[src/rtl/pdh_pkg.sv]
package pdh_pkg;

  localparam int unsigned NUM_BINS_DEF = 256;
  localparam int unsigned POS_W        = 32;
  localparam int unsigned LEN_W        = 31;
  localparam int unsigned BINS_W       = 9;
  localparam int unsigned CNT_W        = 32;
  localparam int unsigned HIT_W        = 8;
  localparam int unsigned CFG_IDX_W    = 3;
  localparam int unsigned CFG_DATA_W   = 31;
  // wrapped difference fits 33 bits signed, magnitude up to 2^30
  localparam int unsigned DIFF_W       = 34;
  localparam int unsigned SQ_W         = 64;
  localparam int unsigned DIST_W       = 32;

  localparam logic [1:0] CMD_ADD   = 2'd0;
  localparam logic [1:0] CMD_READ  = 2'd1;
  localparam logic [1:0] CMD_CLEAR = 2'd2;
  localparam logic [1:0] CMD_NOP   = 2'd3;

  localparam logic [CFG_IDX_W-1:0] REG_BOX_X     = 3'd0;
  localparam logic [CFG_IDX_W-1:0] REG_BOX_Y     = 3'd1;
  localparam logic [CFG_IDX_W-1:0] REG_BOX_Z     = 3'd2;
  localparam logic [CFG_IDX_W-1:0] REG_BIN_WIDTH = 3'd3;
  localparam logic [CFG_IDX_W-1:0] REG_BINS_USED = 3'd4;

  // start/done handshake to the serial arithmetic units
  typedef struct packed {
    logic start;
  } pdh_go_t;

endpackage

[src/rtl/pdh_divu.sv]
// Restoring divider, one quotient bit per cycle. Also serves as a signed
// floor divider via pre/post adjustment in the caller.
module pdh_divu
  import pdh_pkg::*;
#(
  parameter int unsigned NW = 64,
  parameter int unsigned DW = 64
) (
  input  logic          clk,
  input  logic          rst_n,
  input  pdh_go_t       go,
  input  logic [NW-1:0] num,
  input  logic [DW-1:0] den,
  output logic          done,
  output logic [NW-1:0] quot,
  output logic [DW-1:0] rem
);

  localparam int unsigned CW = $clog2(NW + 1);

  logic [NW-1:0] q_r, q_nxt;
  logic [DW:0]   r_r, r_nxt;
  logic [DW-1:0] d_r;
  logic [CW-1:0] cnt_r, cnt_nxt;
  logic          busy_r, busy_nxt;
  logic          done_r, done_nxt;
  logic [DW:0]   trial;

  always_comb begin
    trial    = {r_r[DW-1:0], q_r[NW-1]};
    q_nxt    = q_r;
    r_nxt    = r_r;
    cnt_nxt  = cnt_r;
    busy_nxt = busy_r;
    done_nxt = 1'b0;
    if (go.start) begin
      q_nxt    = num;
      r_nxt    = '0;
      cnt_nxt  = CW'(NW);
      busy_nxt = 1'b1;
    end else if (busy_r) begin
      if (trial >= {1'b0, d_r}) begin
        r_nxt = trial - {1'b0, d_r};
        q_nxt = {q_r[NW-2:0], 1'b1};
      end else begin
        r_nxt = trial;
        q_nxt = {q_r[NW-2:0], 1'b0};
      end
      cnt_nxt = cnt_r - 1'b1;
      if (cnt_r == CW'(1)) begin
        busy_nxt = 1'b0;
        done_nxt = 1'b1;
      end
    end
  end

  always_ff @(posedge clk) begin
    if (!rst_n) begin
      busy_r <= 1'b0;
      done_r <= 1'b0;
      cnt_r  <= '0;
    end else begin
      busy_r <= busy_nxt;
      done_r <= done_nxt;
      cnt_r  <= cnt_nxt;
    end
    q_r <= q_nxt;
    r_r <= r_nxt;
    if (go.start) begin
      d_r <= den;
    end
  end

  assign done = done_r;
  assign quot = q_r;
  assign rem  = r_r[DW-1:0];

endmodule

[config.mk]
export PLATFORM = sky130hd
export DESIGN_NAME = pdh_divu
export DESIGN_NICKNAME = d
export VERILOG_FILES = /design/src/rtl/pdh_pkg.sv /design/src/rtl/pdh_divu.sv
export SDC_FILE = /design/constraint.sdc
export NUM_CORES = 1
export LEC_CHECK = 0
export CAP_MARGIN = 25
export CORE_ASPECT_RATIO = 1.1
export CORE_MARGIN = 1
export CORE_UTILIZATION = 40
export DETAILED_ROUTE_END_ITERATION = 16
export DONT_BUFFER_PORTS = 1
export PLACE_DENSITY_LB_ADDON = 0.1
export SLEW_MARGIN = 20
export SYNTH_ARGS = -nofsm -noshare
export SYNTH_HDL_FRONTEND = slang
export SYNTH_SLANG_ARGS = --single-unit
export TNS_END_PERCENT = 1
[constraint.sdc]
create_clock -name clk -period 4.09 [get_ports clk]
set_input_delay 0.818 -clock clk [delete_from_list [all_inputs] [get_ports clk]]
set_output_delay 0.818 -clock clk [all_outputs]
set_load 0.02 [all_outputs]
# [Word level (Yosys, flattened, before mapping)]
# Index checks and enable logic that the tools add are counted.
[word_totals] register_bits=201 output_inout_bits=129 wordCells=26
[op_classes] n_addsub=2 n_lt_le_gt_ge=1 n_eq_ne=1 n_mux=10 n_bitwise=2 reduce_logical=3
[op_table] operator="2-to-1 mux 64 bit" count=3
[op_table] operator=">= comparator 65 x 64 -> 1 bit" count=1
[op_table] operator="subtractor 64 bit" count=1
[op_table] operator="2-to-1 mux 7 bit" count=2
[op_table] operator="equality test 7 x 1 -> 1 bit, second input constant" count=1
[op_table] operator="subtractor 7 x 1 -> 7 bit, second input constant" count=1
[op_table] operator="2-to-1 mux 1 bit" count=5
[op_table] operator="OR reduction 3 bit" count=1
[op_table] operator="NOT 1 bit" count=2
[op_table] operator="nonzero test 2 bit" count=1
[op_table] operator="OR reduction 2 bit" count=1

# [Depth between registers and ports, before layout]
[logic_depth] word_depth=4 depth_mapped=15 mapped_depth_nobuf=13

# [Worst setup path after synthesis]
# OpenSTA, ideal clock, no wires.
[synth_timing] path_type="flip-flop to flip-flop" startpoint="reg q_r[63] (netlist: quot[63])" endpoint="reg r_r[62]" t_arrival_ns=2.947 setup_slack_ns=1.064 stages_incl_launch_ff=14 path_cell_list="edfxtp_1 inv_1 ha_1 fa_1 nor2b_1 o21bai_1 and4_1 o41ai_2 a21oi_2 o21ai_2 a311o_2 nand4_1 mux2_1 a22oi_1"
[synth_via] elab_chain_len=2 elab_cells_between_ends=3
[synth_rtl] element="start, declared" line="pdh_divu.sv:21" source="logic [NW-1:0] q_r, q_nxt;"
[synth_rtl] element="start signal, assigned" line="pdh_divu.sv:67" source="q_r <= q_nxt;"
[synth_rtl] element="subtractor 64 bit / >= comparator 65 x 64 -> 1 bit (equally long branches)" line="pdh_divu.sv:43, pdh_divu.sv:42"
[synth_rtl] element="2-to-1 mux 64 bit (*)" line="pdh_divu.sv:42" source="if (trial >= {1'b0, d_r}) begin"
[synth_rtl] element="end signal, assigned" line="pdh_divu.sv:68" source="r_r <= r_nxt;"
[synth_rtl] element="end, declared" line="pdh_divu.sv:22" source="logic [DW:0] r_r, r_nxt;"
# Mark *: on every way between the ends. The rest lies on a longest branch, timed or not.
# A chain may end at the register's enable or synchronous reset.

# [Final worst setup path]
[layout_timing] startpoint="reg r_r[20]" endpoint="reg r_r[5]"
[layout_via] elab_chain_len=2
[layout_rtl] element=">= comparator 65 x 64 -> 1 bit" line="pdh_divu.sv:42"
[layout_rtl] element="2-to-1 mux 64 bit" line="pdh_divu.sv:42"
# No other way between the ends.

==> impl_metrics.ini <==
[logic_synthesis]
synth_fa_ha_area_share_pct = 7.03
yosys_warnings = 0
ys_ff_latch = 201
synthesis.area_mm2 = 0.0120
ys_seq_area_share_pct = 44.1
synth_cell_types = 79
yosys.cell_count.top_type = nor2_1
syn_area_per_cell_um2 = 9.74
async_flop_share_pct = 0
synthMuxAreaShare_pct = 7.81
synth_flop_cell = edfxtp_1
synth_fp_nets = 1433
synth_top_family_by_area = compound AO/OA/AOI/OAI gates
synthCells = 1235
synth_edf_count = 128
synth_area_leaders = edfxtp_1, dfxtp_1, ha_1
yosysTopAreaCellShare_pct = 32.0
yosys.area.top_type = edfxtp_1
synth_xor_area_share_pct = 4.00
synth_compound_area_share_pct = 18.9
synthSimpleGateAreaFrac_pct = 12.8
synth_commonest_cells = nor2_1, edfxtp_1, a21oi_1

[die]
dieArea_mm2 = 0.0308
die_h_um = 184
core-area_mm2 = 0.0296
floorplan.die.width_um = 167
start_util_pct = 40.7
io-pin-count = 260
fp-row-count = 66

[timing]
period_share_pct = 84.8
finalMaxSlewViolations = 0
worst_pin_slew_ns = 0.779
fin_tns_setup_ns = 0
fmax_ghz = 0.288
rsz0062_at_grt = false
worst_slack_ns = 0.621
relSlewSlack_pct = 48.1
setup_violations = 0
finClkSkew_ns = 0.0183
hold_viol = 0
period_minus_slack_ns = 3.47

[clock_network]
clkTransAtPathRegs_ns = 0.06
htree_levels = 1
cts_sinks = 201
cts_max_path_buffers = 3
cts_resized = 0
clk_latency_ns = 0.53
ctsHoldBuffers = 0
cts_tree = built
clockRootBuffer = clkbuf_16
post_cts_buffers = 0
cts_buffers = 25

[cells_and_area]
n_fill_cell = 2947
post_route_cells_drive_above_1_share_pct = 11.4
syn_to_final_growth_pct = 8.75
nets = 1408
register_area_mm2 = 0.00531
fin_area_mm2 = 0.0131
multiInputGateArea_mm2 = 0.00608

[min_path]
hold_path.class = in -> reg
min-delay-start = den[48]

[placed_design]
dp_slack_ns = 0.606
dpl_cell_area_mm2 = 0.0123
place.gp.congestion = 0.879
dp_hpwl_mm = 23.3
io_buffers = 0

[grt]
grt-ovfl-total = 0
antenna_found_initial = 6
grt.total_usage_pct = 20.3
grt_pass1_wl_mm = 49.7
first_global_vias = 8935
grt_max_degree = 191

[routing]
viasPerCell = 5.62
wl_mm = 31.8
ant_nets = 0
drt-initial-drc-count = 514
first_pass_iters = 5
route.detailed.drc = 0
num_vias = 9024
wl_per_cell_um = 19.8

[critical_path]
cp_data_required_time_ns = 4.52
worstPathBufferInverterCount = 2
cp.arrival_ns = 3.90
worstPathMaxFanout = 33
path_class = reg -> reg
startpoint = r_r[20]
worstSetupEndpointType = flop
start_kind = flop
critical_path.max_stage_delay_ns = 0.48
crit_family = compound AO/OA/AOI/OAI gates
reg2reg_slack_ns = 0.62
reg2reg_from = r_r[20]
cp_cell_sequence = ha_1 > nand4_1 > nor3_1 > inv_1 > o31ai_2 > o21ai_1 > a21oi_4 > a31oi_4 > buf_4 > o31a_1 > a211oi_1
crit_slowest_cell = ha_1

[run_status]
outcome = complete, no violations

[pwr]
finalPower_mw = 5.79
vdd_ir_drop_max_v = 0.000290
leakage_nw = 5.23
p_per_area_mw_per_mm2 = 443

[flow_run]
cap_viol_max_count = 0
where the power goes:
part           switching [mW]  internal (mW)  leakage, nW
Sequential              0.275           2.36         1.87
Clock                   0.858           1.21        0.358
Combinational           0.644          0.450         3.00
stage by stage:
stage / hold WS, ns / cells / utilization (%)
after floorplan: 0.469 / 1235 / -
after detailed placement: 0.494 / 1557 / 41.7
after global routing: 0.357 / 1602 / 44.2
after global placement: 0.484 / 1557 / 41.7
after CTS: 0.349 / 1602 / 44.2
final: 0.378 / 1605 / 44.2
registers in the layout (all words and copies together), names as in the netlist:
| register | cells |
|---|---|
| busy_r | 1 |
| cnt_r | 7 |
| d_r | 64 |
| done | 1 |
| quot | 64 |
| r_r | 64 |
layer usage:
layer  track usage [%]  share of wire (%)  vias up
met5                 0              0.035        -
met4              5.28                2.1        2
met3              7.71                9.5       50
met2              33.6                 45      298
met1              24.5                 43     4208
li1                  -                  -     4466
layout make-up:
class / instances / area share [%]
multi-input combinational: 878 / 46.5
sequential: 201 / 40.6
clock buffer: 36 / 5.17
tap: 374 / 3.58
inverter: 88 / 2.53
timing repair buffer: 16 / 1.01
clock inverter: 9 / 0.574
antenna: 3 / 0.0574
logic make-up after synthesis:
| family | count (synthesis) |
|---|---|
| adder cells (fa/ha/maj) | 67 |
| AND/OR/NAND/NOR | 332 |
| multiplexers | 85 |
| XOR/XNOR | 55 |
| buffers and inverters | 156 |
| AO/OA/AOI/OAI | 339 |
| flip-flops | 201 |
cell usage in the layout, fill, tap and decap left out, types with 33 or more instances in the layout:
cell / count
dfxtp_1: 72
a21oi_1: 113
edfxtp_1: 128
xnor2_1: 33
ha_1: 66
nand2_1: 69
a211oi_1: 54
o21ai_0: 42
mux2_2: 66
nor2_1: 143
inv_1: 87
worst paths after layout:
check	depth (start not counted)	end
min	0	d_r[48]
max reg2reg	11	r_r[5]
min reg2reg	2	cnt_r[1]
max	11	r_r[5]
Note: power is estimated with default switching activity, not from simulation.
