$ cat src/rtl/pdh_pkg.sv
package pdh_pkg;

  localparam int unsigned NUM_BINS_DEF = 256;
  localparam int unsigned POS_W        = 32;
  localparam int unsigned LEN_W        = 31;
  localparam int unsigned BINS_W       = 9;
  localparam int unsigned CNT_W        = 32;
  localparam int unsigned HIT_W        = 8;
  localparam int unsigned CFG_IDX_W    = 3;
  localparam int unsigned CFG_DATA_W   = 31;
  // wrapped difference fits 33 bits signed, magnitude up to 2^30
  localparam int unsigned DIFF_W       = 34;
  localparam int unsigned SQ_W         = 64;
  localparam int unsigned DIST_W       = 32;

  localparam logic [1:0] CMD_ADD   = 2'd0;
  localparam logic [1:0] CMD_READ  = 2'd1;
  localparam logic [1:0] CMD_CLEAR = 2'd2;
  localparam logic [1:0] CMD_NOP   = 2'd3;

  localparam logic [CFG_IDX_W-1:0] REG_BOX_X     = 3'd0;
  localparam logic [CFG_IDX_W-1:0] REG_BOX_Y     = 3'd1;
  localparam logic [CFG_IDX_W-1:0] REG_BOX_Z     = 3'd2;
  localparam logic [CFG_IDX_W-1:0] REG_BIN_WIDTH = 3'd3;
  localparam logic [CFG_IDX_W-1:0] REG_BINS_USED = 3'd4;

  // start/done handshake to the serial arithmetic units
  typedef struct packed {
    logic start;
  } pdh_go_t;

endpackage

$ cat src/rtl/pdh_mulsq.sv
// Shift-add squarer, one multiplier bit per cycle.
module pdh_mulsq
  import pdh_pkg::*;
#(
  parameter int unsigned AW = 32
) (
  input  logic            clk,
  input  logic            rst_n,
  input  pdh_go_t         go,
  input  logic [AW-1:0]   a,
  output logic            done,
  output logic [2*AW-1:0] prod
);

  localparam int unsigned CW = $clog2(AW + 1);

  logic [2*AW-1:0] acc_r, acc_nxt;
  logic [2*AW-1:0] mcand_r, mcand_nxt;
  logic [AW-1:0]   mplier_r, mplier_nxt;
  logic [CW-1:0]   cnt_r, cnt_nxt;
  logic            busy_r, busy_nxt;
  logic            done_r, done_nxt;

  always_comb begin
    acc_nxt    = acc_r;
    mcand_nxt  = mcand_r;
    mplier_nxt = mplier_r;
    cnt_nxt    = cnt_r;
    busy_nxt   = busy_r;
    done_nxt   = 1'b0;
    if (go.start) begin
      acc_nxt    = '0;
      mcand_nxt  = {{AW{1'b0}}, a};
      mplier_nxt = a;
      cnt_nxt    = CW'(AW);
      busy_nxt   = 1'b1;
    end else if (busy_r) begin
      if (mplier_r[0]) begin
        acc_nxt = acc_r + mcand_r;
      end
      mcand_nxt  = {mcand_r[2*AW-2:0], 1'b0};
      mplier_nxt = {1'b0, mplier_r[AW-1:1]};
      cnt_nxt    = cnt_r - 1'b1;
      if (cnt_r == CW'(1)) begin
        busy_nxt = 1'b0;
        done_nxt = 1'b1;
      end
    end
  end

  always_ff @(posedge clk) begin
    if (!rst_n) begin
      busy_r <= 1'b0;
      done_r <= 1'b0;
      cnt_r  <= '0;
    end else begin
      busy_r <= busy_nxt;
      done_r <= done_nxt;
      cnt_r  <= cnt_nxt;
    end
    acc_r    <= acc_nxt;
    mcand_r  <= mcand_nxt;
    mplier_r <= mplier_nxt;
  end

  assign done = done_r;
  assign prod = acc_r;

endmodule

$ cat config.mk
export PLATFORM = sky130hd
export DESIGN_NAME = pdh_mulsq
export DESIGN_NICKNAME = d
export VERILOG_FILES = /design/src/rtl/pdh_pkg.sv /design/src/rtl/pdh_mulsq.sv
export SDC_FILE = /design/constraint.sdc
export NUM_CORES = 1
export LEC_CHECK = 0
export BUFFER_PORTS_ARGS = -buffer_cell sky130_fd_sc_hd__buf_2
export CORE_ASPECT_RATIO = 1.4
export CORE_MARGIN = 2
export CORE_UTILIZATION = 65
export CTS_CLUSTER_SIZE = 24
export DETAILED_ROUTE_END_ITERATION = 10
export GPL_TIMING_DRIVEN = 1
export PLACE_DENSITY = 0.87
export REMOVE_ABC_BUFFERS = 1
export SKIP_LAST_GASP = 1
export SLEW_MARGIN = 30
export SYNTH_ARGS = -nofsm -noshare
export SYNTH_HDL_FRONTEND = slang
export SYNTH_SLANG_ARGS = --single-unit
$ cat constraint.sdc
create_clock -name clk -period 8.4 [get_ports clk]
set_input_delay 1.68 -clock clk [delete_from_list [all_inputs] [get_ports clk]]
set_output_delay 1.68 -clock clk [all_outputs]
set_load 0.005 [all_outputs]
After elaboration in Yosys (flattened, before gate mapping)
Cells that the tools add are included.

word-level totals
  bits in registers = 168
  bits of input ports = 35
  output and inout bits = 65
  logic and storage cells = 27

operators by class
  mux-type cells = 10
  bitwise logic cells = 2
  reductions and logical operators = 4
  equality and inequality tests = 1
  add/sub/neg operators = 2

operators by type and width
  kind                                              count
  2-to-1 mux 32 bit                                 4
  adder 64 bit                                      1
  2-to-1 mux 6 bit                                  2
  == test 6 x 1 -> 1 bit, second input constant     1
  subtractor 6 x 1 -> 6 bit, second input constant  1
  2-to-1 mux 1 bit                                  4
  OR reduction 3 bit                                1
  inverter 1 bit                                    2
  AND reduction 2 bit                               1
  nonzero test 2 bit                                1
  OR reduction 2 bit                                1

Logic depth before layout (Yosys ltp)
  depth in word-level cells = 4
  depth in mapped cells = 12

Worst setup path after synthesis
OpenSTA, ideal clock, no wires.

  kind = input to register
  from = in go
  to = reg mcand_r[0], enable pin
  data arrival time = 3.456 ns
  buffers on the path = 1
  required time = 7.976 ns
  stages = 3
  setup slack = 4.520 ns
  path through = clkinv_1 clkbuf_1 nand2_1

on the way
  word-level cells in the longest chain between the ends = 1

ends and longest elaborated chain
  what                                 line             text
  start: declaration                   pdh_mulsq.sv:9   input pdh_go_t go,
  nonzero test 2 bit (no source line)  n/a
  end signal: assignment               pdh_mulsq.sv:62  mcand_r <= mcand_nxt;
  end: declaration                     pdh_mulsq.sv:18  logic [2*AW-1:0] mcand_r, mcand_nxt;

Every way passes these cells.
A chain may end at the register's enable or synchronous reset.

Worst setup path after layout
  from = reg mcand_r[0]
  to = reg acc_r[60], in the netlist prod[60]

on the way
  word-level cells in the longest chain between the ends = 1

ends and longest elaborated chain
  what                    line             text
  adder 64 bit            pdh_mulsq.sv:39  acc_nxt = acc_r + mcand_r;
  end signal: assignment  pdh_mulsq.sv:61  acc_r <= acc_nxt;
  end: declaration        pdh_mulsq.sv:17  logic [2*AW-1:0] acc_r, acc_nxt;

Every way passes these cells.

==> key figures <==
Run status
  – Status: complete, no violations

Hold path
  – Hold path startpoint: prod[34]
  – Min-Delay Path Class: register to register

Clock tree
  – Clk slew on worst S/H paths: 0.07 ns
  – Clk sink count: 168
  – CTS root buf: clkbuf_16
  – Num CTS Buffers: 17
  – Clock latency on the worst-skew pair: 0.43 ns
  – Post-CTS Setup Bufs: 0
  – Post-CTS Resized: 0
  – CTS tree: done
  – Hold Buf Count CTS: 0
  – H-tree Lvls: 4
  – CTS max path bufs: 2

Worst setup path
  – Element type at the critical path end: register
  – Crit Path Max Fanout: 4
  – Crit. Startpoint: mcand_r[0]
  – Type of origin of the critical path: register
  – Critical path data required time: 8.68 ns
  – Crit Reg-Reg Startpoint: mcand_r[0]
  – Crit-path cells: ha_1, fa_1, a211oi_1, o21ai_1, a21oi_1, nor2_1, a41oi_1, o31ai_1, a31oi_1, a31oi_1, mux2i_1, a21oi_1
  – Critical-path top delay cell: a41oi_1
  – WP data arrival: 4.05 ns
  – Slowest stage delay, CP: 0.57 ns
  – CP Class: register to register

Run
  – Maxcap violations: 0

Detailed routing
  – Routed WL per cell: 16.78 um
  – Routed vias: 9147
  – Detail Route Antenna Nets: 0
  – Router iterations before antenna repair: 6
  – Via-per-instance ratio: 6.197
  – Total Wirelength: 24770 um
  – Initial drt markers: 688
  – Residual DRC count: 0

Timing
  – # setup viols final: 0
  – RSZ-0062 raised after global routing: no
  – Final hold vios: 0
  – Worst-Margin Slew: 0.8334 ns
  – Setup Skew: 0.007811 ns
  – Final number of max-transition violations: 0
  – Setup TNS: 0 ns
  – Slew HR: 0.4444
  – Post-route clock period utilization: 0.4488
  – Final setup margin: 4.630 ns
  – Max Clock Freq: 265.2 MHz
  – Hold_ws: 0.4731 ns
  – Crit path time final: 3.770 ns

Floorplan
  – Die Y: 152.3 um
  – Starting density of the core: 0.6597
  – Core region area: 0.01547 mm2
  – Io pins: 100
  – Die width: 109.9 um
  – Row count: 54
  – Die area: 0.01674 mm2

Final layout
  – Nets: 1368
  – Final non-filler cell total: 1476
  – Inserted Diodes: 0
  – Share of cells above drive strength 1: 0.1250
  – Area growth syn-to-layout: 10.31%

Pwr
  – VDD IR-drop max: 0.1510 mV
  – Leak: 4.990 nW
  – Total Power: 2.009 mW
  – P per Cell Area: 178.4 mW/mm2

Placed design
  – RD Place Congestion: 0.9250
  – PortBufs: 99
  – Hpwl dp: 16990 um
  – Placed cells: 1444
  – Worst Setup Slack post-DPL: 4.520 ns

Synth
  – Synth area leader: dfxtp_1
  – Synth area leaders: dfxtp_1 20%, edfxtp_1 19%, ha_1 8.0%, nand2_1 6.4%, a21oi_1 6.0%
  – Share of the synthesized area in the top cell type: 0.2040
  – Distinct cells, synth: 75
  – Adder-cell share of the synthesized area: 0.08164
  – Compound-cell area share of the yosys netlist: 0.2225
  – Synth Area in XOR/XNOR: 0.04290
  – Syn avg cell area: 8.485 um2
  – Mux share of post-synthesis cell area: 0.03334
  – Post-synth EDFFs: 64
  – Synthesis-stage register bit count: 168
  – Post-Syn Instances: 1203
  – Dominant register cell in the synthesized netlist: dfxtp_1
  – Sequential share of the synthesized area: 0.3923
  – Async SR Flop Fraction: 0
  – Synthesized cell area: 0.01021 mm2
  – Main combinational cell family by area after synthesis: compound AO/OA/AOI/OAI gates
  – Synth cell count leaders: 173 x nand2_1, 122 x a21oi_1, 104 x dfxtp_1
  – Simple-gate share of the synthesized area: 0.1644
  – Cell with the most instances after synthesis: nand2_1
  – Yosys warning total: 0

GRT
  – Vias in the first global route: 8792
  – Gr ovfl total: 0
  – Largest net degree at the start of global routing: 100
  – First-pass GRT wire length: 40850 um
  – Total track usage: 0.3006
  – Initial antenna violation count: 0
[power breakdown]
group	internal [mW]	switching (mW)
registers	0.902	0.0294
logic	0.109	0.183
clock network	0.442	0.344
[worst paths after layout]
check / to / slack (ns) / depth (start not counted)
max: prod[60] / 4.63 / 12
min: prod[34] / 0.47 / 2
max reg2reg: prod[60] / 4.63 / 12
min reg2reg: prod[34] / 0.47 / 2
[sequential cells by signal, summed over array words and instances, names as in the netlist]
register	cells
mcand_r	64
cnt_r	6
mplier_r	32
done	1
busy_r	1
prod	64
[critical path: cells and delay by family (launching register included)]
kind / cells / cell delay, ns
mux: 1 / 0.20
flops: 1 / 0.39
compound gates: 8 / 2.27
simple gates: 1 / 0.09
fa+ha+maj: 2 / 0.67
[placed cells by master, fill, tap and decap left out, drive strengths merged, types with 8 or more instances in the layout]
cell | netlist | layout
clkinv | 1 | 8
o21ai | 109 | 109
mux2i | 34 | 34
inv | 84 | 87
and2 | 9 | 9
nand2 | 173 | 173
nand2b | 8 | 8
a21o | 40 | 40
edfxtp | 64 | 64
a21oi | 122 | 122
nand4 | 18 | 18
xor2 | 13 | 13
nor2 | 80 | 80
ha | 65 | 65
nor3 | 17 | 17
buf | 15 | 105
a211oi | 9 | 9
dfxtp | 104 | 104
a31oi | 16 | 16
and3 | 11 | 11
o21bai | 16 | 16
o21a | 14 | 14
xnor2 | 37 | 37
clkbuf | 44 | 19
nand3 | 25 | 25
[logic make-up (layout without fill, tap and decap cells)]
kind of cell | after synthesis | after routing
AO/OA/AOI/OAI | 373 | 373
XOR/XNOR | 50 | 50
adder cells (fa/ha/maj) | 66 | 66
buffers and inverters | 145 | 222
flip-flops | 168 | 168
multiplexers | 34 | 34
AND/OR/NAND/NOR | 367 | 367
[routing by layer]
metal / routed length, um / up-vias / GRT usage
li1: - / 4401 / -
met1: 9842 / 4311 / 0.3617
met2: 12650 / 349 / 0.5209
met3: 1466 / 86 / 0.05090
met4: 810 / 0 / 0.1236
met5: 0 / - / 0
[stage by stage]
stage,cell area [um2],utilization
4_1_cts,11260,0.7277
5_1_grt,11260,0.7277
3_5_place_dp,10680,0.6902
3_3_place_gp,10680,0.6902
2_1_floorplan,9883,-
6_report,11260,0.7277
[cell type report]
type	instances	area, um2
Clock buffer	19	432.9
Fill cell	1177	4213
Timing Repair Buffer	105	543.0
Multi-Input combinational cell	890	5567
Sequential cell	168	4005
Clock inverter	13	147.6
Tap cell	196	245.2
Inverter	85	319.1
No activity file was read; power rests on OpenSTA's default activity.
