### src/rtl/pdh_pkg.sv
package pdh_pkg;

  localparam int unsigned NUM_BINS_DEF = 256;
  localparam int unsigned POS_W        = 32;
  localparam int unsigned LEN_W        = 31;
  localparam int unsigned BINS_W       = 9;
  localparam int unsigned CNT_W        = 32;
  localparam int unsigned HIT_W        = 8;
  localparam int unsigned CFG_IDX_W    = 3;
  localparam int unsigned CFG_DATA_W   = 31;
  // wrapped difference fits 33 bits signed, magnitude up to 2^30
  localparam int unsigned DIFF_W       = 34;
  localparam int unsigned SQ_W         = 64;
  localparam int unsigned DIST_W       = 32;

  localparam logic [1:0] CMD_ADD   = 2'd0;
  localparam logic [1:0] CMD_READ  = 2'd1;
  localparam logic [1:0] CMD_CLEAR = 2'd2;
  localparam logic [1:0] CMD_NOP   = 2'd3;

  localparam logic [CFG_IDX_W-1:0] REG_BOX_X     = 3'd0;
  localparam logic [CFG_IDX_W-1:0] REG_BOX_Y     = 3'd1;
  localparam logic [CFG_IDX_W-1:0] REG_BOX_Z     = 3'd2;
  localparam logic [CFG_IDX_W-1:0] REG_BIN_WIDTH = 3'd3;
  localparam logic [CFG_IDX_W-1:0] REG_BINS_USED = 3'd4;

  // start/done handshake to the serial arithmetic units
  typedef struct packed {
    logic start;
  } pdh_go_t;

endpackage

### src/rtl/pdh_isqrt.sv
// Digit-by-digit integer square root, one result bit per cycle.
module pdh_isqrt
  import pdh_pkg::*;
(
  input  logic              clk,
  input  logic              rst_n,
  input  pdh_go_t           go,
  input  logic [SQ_W-1:0]   n,
  output logic              done,
  output logic [DIST_W-1:0] root
);

  localparam int unsigned CW = $clog2(DIST_W + 1);

  logic [SQ_W-1:0]   rem_r, rem_nxt;
  logic [SQ_W-1:0]   src_r, src_nxt;
  logic [DIST_W-1:0] q_r, q_nxt;
  logic [CW-1:0]     cnt_r, cnt_nxt;
  logic              busy_r, busy_nxt;
  logic              done_r, done_nxt;
  logic [SQ_W-1:0]   cur;
  logic [SQ_W-1:0]   trial;

  always_comb begin
    cur      = {rem_r[SQ_W-3:0], src_r[SQ_W-1:SQ_W-2]};
    trial    = {{(SQ_W-DIST_W){1'b0}}, q_r} << 2 | SQ_W'(1);
    rem_nxt  = rem_r;
    src_nxt  = src_r;
    q_nxt    = q_r;
    cnt_nxt  = cnt_r;
    busy_nxt = busy_r;
    done_nxt = 1'b0;
    if (go.start) begin
      rem_nxt  = '0;
      src_nxt  = n;
      q_nxt    = '0;
      cnt_nxt  = CW'(DIST_W);
      busy_nxt = 1'b1;
    end else if (busy_r) begin
      src_nxt = {src_r[SQ_W-3:0], 2'b00};
      if (cur >= trial) begin
        rem_nxt = cur - trial;
        q_nxt   = {q_r[DIST_W-2:0], 1'b1};
      end else begin
        rem_nxt = cur;
        q_nxt   = {q_r[DIST_W-2:0], 1'b0};
      end
      cnt_nxt = cnt_r - 1'b1;
      if (cnt_r == CW'(1)) begin
        busy_nxt = 1'b0;
        done_nxt = 1'b1;
      end
    end
  end

  always_ff @(posedge clk) begin
    if (!rst_n) begin
      busy_r <= 1'b0;
      done_r <= 1'b0;
      cnt_r  <= '0;
    end else begin
      busy_r <= busy_nxt;
      done_r <= done_nxt;
      cnt_r  <= cnt_nxt;
    end
    rem_r <= rem_nxt;
    src_r <= src_nxt;
    q_r   <= q_nxt;
  end

  assign done = done_r;
  assign root = q_r;

endmodule

### config.mk
export PLATFORM = sky130hd
export DESIGN_NAME = pdh_isqrt
export DESIGN_NICKNAME = d
export VERILOG_FILES = /design/src/rtl/pdh_pkg.sv /design/src/rtl/pdh_isqrt.sv
export SDC_FILE = /design/constraint.sdc
export NUM_CORES = 1
export LEC_CHECK = 0
export BUFFER_PORTS_ARGS = -buffer_cell sky130_fd_sc_hd__clkbuf_2
export CORE_UTILIZATION = 45
export DETAILED_ROUTE_END_ITERATION = 12
export GPL_TIMING_DRIVEN = 0
export PLACE_DENSITY = 0.66
export SYNTH_ARGS = -nofsm -noshare
export SYNTH_HDL_FRONTEND = slang
export SYNTH_SLANG_ARGS = --single-unit
export TNS_END_PERCENT = 100
### constraint.sdc
create_clock -name clk -period 2.7 [get_ports clk]
set_input_delay 0.27 -clock clk [delete_from_list [all_inputs] [get_ports clk]]
set_output_delay 0.27 -clock clk [all_outputs]
set_load 0.005 [all_outputs]
; Word-level counts from Yosys, hierarchy flattened
; Index checks and enable logic that the tools add are counted.
[classes]
mux = 10
n_div = 0
n_shift = 0
magnitude_cmp = 1
bitwise_logic = 2
eq_ne = 1
mul = 0
add_sub_neg = 2
n_reduce_logical = 3
[op_table]
columns = cell, count
row1 = 64-bit 2-to-1 mux, 2
row2 = 64-bit by 34-bit >= comparator with 1-bit output, 1
row3 = 62-bit 2-to-1 mux, 1
row4 = 62-bit by 34-bit subtractor with 62-bit output, 1
row5 = 6-bit 2-to-1 mux, 2
row6 = "6-bit by 1-bit == test with 1-bit output, second input constant", 1
row7 = "6-bit by 1-bit subtractor with 6-bit output, second input constant", 1
row8 = 1-bit 2-to-1 mux, 5
row9 = 3-bit OR reduction, 1
row10 = 1-bit NOT, 2
row11 = 2-bit nonzero test, 1
row12 = 2-bit OR reduction, 1
[word_totals]
mem_bits_rw = 0
out_inout_bits = 33
memories = 0
mem_bits_ro = 0
regBits = 166
latch_bits = 0

; Logic depth before layout (Yosys ltp)
[logic_depth]
depth_word = 4
ltp_mapped = 14

; Worst setup path after synthesis
; OpenSTA, ideal clock, no wires.
[synth_path]
path_type = reg2reg
from = register q_r[17] (netlist: root[17])
to = register rem_r[17]
path_buffers = 2
stages_incl_launch_ff = 13
synth_period_minus_slack_ps = 3047
t_arrival_ps = 2914
required_time_ps = 2568
setup_time_ps = 132
slack_ps = -347
cell_sequence = dfxtp_1 inv_1 ha_1 a21oi_1 o21ai_0 a211o_1 a211o_1 o2111ai_2 buf_2 nand2_1 buf_2 o211ai_1 a21oi_1
[synth_via]
elab_chain_len = 2
[synth_rtl]
columns = element, line_no
row1 = "start, declared", pdh_isqrt.sv:17  ; logic [DIST_W-1:0] q_r, q_nxt;
row2 = "start signal, assigned", pdh_isqrt.sv:68  ; q_r <= q_nxt;
row3 = 64-bit by 34-bit >= comparator with 1-bit output, pdh_isqrt.sv:41  ; if (cur >= trial) begin
row4 = 62-bit 2-to-1 mux, pdh_isqrt.sv:41
row5 = "end signal, assigned", pdh_isqrt.sv:66  ; rem_r <= rem_nxt;
row6 = "end, declared", pdh_isqrt.sv:15  ; logic [SQ_W-1:0] rem_r, rem_nxt;
; Every way passes these cells.
; A chain may end at the register's enable or synchronous reset.

; Worst setup path after layout
[layout_path]
from = register q_r[1] (netlist: root[1])
to = register rem_r[20]
[layout_via]
elab_chain_len = 2
elab_cells_between_ends = 3
classes_between = 1 x add/sub / 1 x order compare / 1 x mux
[layout_rtl]
columns = element, line_no
row1 = 62-bit by 34-bit subtractor with 62-bit output or 64-bit by 34-bit >= comparator with 1-bit output (tied branches), "pdh_isqrt.sv:42, pdh_isqrt.sv:41"
row2 = 62-bit 2-to-1 mux (*), pdh_isqrt.sv:41
; Mark *: on every way between the ends. The rest lies on a longest branch, timed or not.

==> metrics.txt <==
Hold-fix buffers, CTS=0; Cell Rows=53; hold endpoint=cnt_r[5]$_SDFFE_PN0P_; Worst Path Arrival=roughly 3.4 ns; mean post-synth cell area=~9.1 µm²; PwrDens=slightly above 700 nW/µm²; worst path cell trace=inv_2, ha_4, nor2_1, a211oi_2, o21ai_2, a21oi_1, a21oi_1, or2_2, a211o_1, a311oi_1; R2R cell count=10; Reg area=~4000 µm²; clk_skew=0.00994 ns; startpoint type of the worst setup path=flip-flop; Mapped Nets=1,165; HP Start=rst_n; Post-Route WL=about 32,000 µm; Skew-Pair Late Insertion Delay=~0.45 ns; Yosys top cell area share=21.1%; Filler cells=1,618; gpl congestion=a little under 0.9; Clock Root Buffer=clkbuf_16; die area=22,100 µm²; vias per inst=6.07; Die Wd=roughly 150 µm; CP max stage delay=~0.44 ns; failing checks=negative setup slack; Fmax=roughly 330 MHz; Data required, critical path=slightly above 3 ns; flops & latches, synth=between 150 and 200; largest area contributor in the netlist=dfxtp_1; number of DRC markers in iteration 0=about 940; top cells by area, synth=dfxtp_1 (21%), edfxtp_1 (20%), mux2_2 (7.2%); crit-path max FO=4; max cap viols=0; Gate Count Post-Synth=1,062; Final setup viols=61; distinct cell type count after synthesis=75; first-pass GRT wire length=between 40,000 and 50,000 µm; Critical Path Sink Type=flip-flop; num ports=100; Hold Crit Depth=2; Pwr Total=approximately 10000 µW; max_slew headroom=just under 30%; WL/cell=20.1 µm; Final Util=65.1%; Final ANT Viol Nets=0; TritonCTS Buffers=17; RSZ-0062 raised after global routing=yes; Post-Synthesis Cell Area=between 9000 and 10,000 µm²; ys flop type=dfxtp_1; Pins Over Slew Limit=0; EDFF count, synth=64; antenna violations before repair=0; DRC Markers=0; final-stage net count=about 1,400; Setup Slack @ Placement=-0.841 ns; Fin Hold WS=approximately 0.052 ns; I/O Buffers=98; share of cells above drive strength 1=approximately 45%; Max VDD drop=~0.53 mV; Pleak=about 0.0054 µW; Worst Max-Slew Pin Slew=approximately 1.0 ns; worst setup margin=-0.304 ns; Antenna diodes=0; outcome=complete, but fails checks; GRT Total Usage=26.3%; highest-delay cell along the critical path=a211oi_2; R2R Setup Slk=-0.30 ns; global route overflow=0; Placed Instances=1,436; FFs w/ async S/R, synth=0%; Die Span Y=roughly 150 µm; DRT Pass-1 Iters=6; Vias=~9,500; Area Growth Syn to Fin=41.6%; largest net degree at the start of global routing=37; area of the multi-input gates=about 6700 µm²; fin cells=about 1,600; clock buffer depth=2; minimum clock period=~3 ns; Hold Crit Class=in2reg; post-DP HPWL=around 19,000 µm; Initial Utilization=between 40% and 50%; vias in the first global route=roughly 9,000; CTS tree=built; clk sinks=166; post-synthesis sequential area ratio=about two fifths; H-tree depth=4; Fin. Hold Viols=0; Yosys warnings=0; critical path class=reg2reg; Worst path most repeated cell=a21oi_1; area of the core region=about 21,000 µm²; Tcrit/Tclk final=111%; worst reg2reg path startpoint=root[1]$_SDFFE_PP0P_; CTS clk-pin slew, worst paths=approximately 0.08 ns; RR Endpoint=rem_r[20]$_SDFFE_PP0P_
sequential cells by signal (all words and copies together) (netlist names):
name / flops
rem_r: 62
busy_r: 1
cnt_r: 6
done: 1
root: 32
src_r: 64
timing repair:
item,in CTS,in global routing
setup endpoints to repair,63,74
gates resized for setup,217,163
pin swaps,80,103
gates cloned,4,4
setup buffers,64,48
Yosys cell counts, types with 9 or more instances:
master,count
nor2_1,135
clkbuf_1,52
nand4_1,17
mux2_2,62
dfxtp_1,102
nand2_1,99
or3_1,15
nor4_1,12
xor2_1,12
a311oi_1,37
a211oi_1,18
and2_1,9
ha_1,36
a21oi_1,56
buf_2,10
inv_1,55
xnor2_1,19
edfxtp_1,64
a21o_1,17
nor3_1,24
o21ai_0,32
nand3_1,23
mux2i_1,36
worst max path at each step:
stage	slack (ns)	cells after the start	end	from
4_1_cts	-0.30	13	rem_r[56]$_SDFFE_PP0P_	root[11]$_SDFFE_PP0P_
3_3_place_gp	-0.97	4	src_r[54]$_DFFE_PP_	go
3_5_place_dp	-0.84	12	rem_r[51]$_SDFFE_PP0P_	root[31]$_SDFFE_PP0P_
6_report	-0.30	10	rem_r[20]$_SDFFE_PP0P_	root[1]$_SDFFE_PP0P_
2_1_floorplan	-0.11	12	rem_r[56]$_SDFFE_PP0P_	root[11]$_SDFFE_PP0P_
5_1_grt	-0.37	13	rem_r[19]$_SDFFE_PP0P_	root[12]$_SDFFE_PP0P_
cell families after synthesis:
group	share of synthesized area, %
compound gates	17.6
simple gates	18.3
fa+ha+maj	4.65
flops	40.9
xor+xnor	2.80
mux	10.9
buf+inv	4.78
metal layers:
layer | GRT usage (%) | wire, µm | part of all wire, %
met1 | 35.8 | 13100 | 42
met2 | 41.3 | 14700 | 46
met3 | 4.98 | 2620 | 8.3
met4 | 9.95 | 1200 | 3.8
met5 | 0 | 0 | 0
cell type report:
type / count / share of cell area [%]
Sequential cell: 166 / 29.4
Multi-Input combinational cell: 779 / 48.6
Timing Repair Buffer: 213 / 11.4
Tap cell: 275 / 2.51
Inverter: 55 / 1.50
Clock buffer: 17 / 3.10
Buffer: 52 / 2.29
Clock inverter: 15 / 1.19
metrics by stage:
stage          cell area [µm²]  setup TNS, ns
6_report                 13700          -9.14
5_1_grt                  13700         -13.84
4_1_cts                  12800          -8.76
3_5_place_dp             10800         -40.66
3_3_place_gp             10800        -102.88
2_1_floorplan             9960          -1.21
layout by cell type (no fill, tap or decap), drive strengths merged, types with 5 or more instances in the layout:
master / n
ha: 36
xor2: 12
a2111oi: 11
nor2: 137
nand3: 23
a211o: 5
and2: 9
nand2b: 6
nand2: 99
a211oi: 18
a31oi: 5
mux2i: 36
or4: 7
o21bai: 6
buf: 122
nand4: 17
nor4: 12
a21oi: 58
xnor2: 19
clkbuf: 159
a311oi: 37
or3: 16
a21o: 17
a22oi: 5
dfxtp: 102
inv: 67
nor3: 25
o21a: 8
and3: 5
o21ai: 33
mux2: 62
edfxtp: 64
power breakdown:
group | total [µW] | leakage, µW | internal (µW) | switching (µW)
Sequential | 3060 | 0.00150 | 2860 | 204
Combinational | 4310 | 0.00357 | 1960 | 2350
Clock | 2500 | 0.000294 | 1260 | 1250
Total | 9870 | 0.00536 | 6070 | 3800
critical path, delay by kind of cell, from the launching register on:
kind                     cells  cell delay, ns
adder cells (fa/ha/maj)      1            0.29
buffers and inverters        1            0.05
AO/OA/AOI/OAI                6            1.77
AND/OR/NAND/NOR              2            0.43
flip-flops                   1            0.36
No activity file was read; power rests on OpenSTA's default activity.
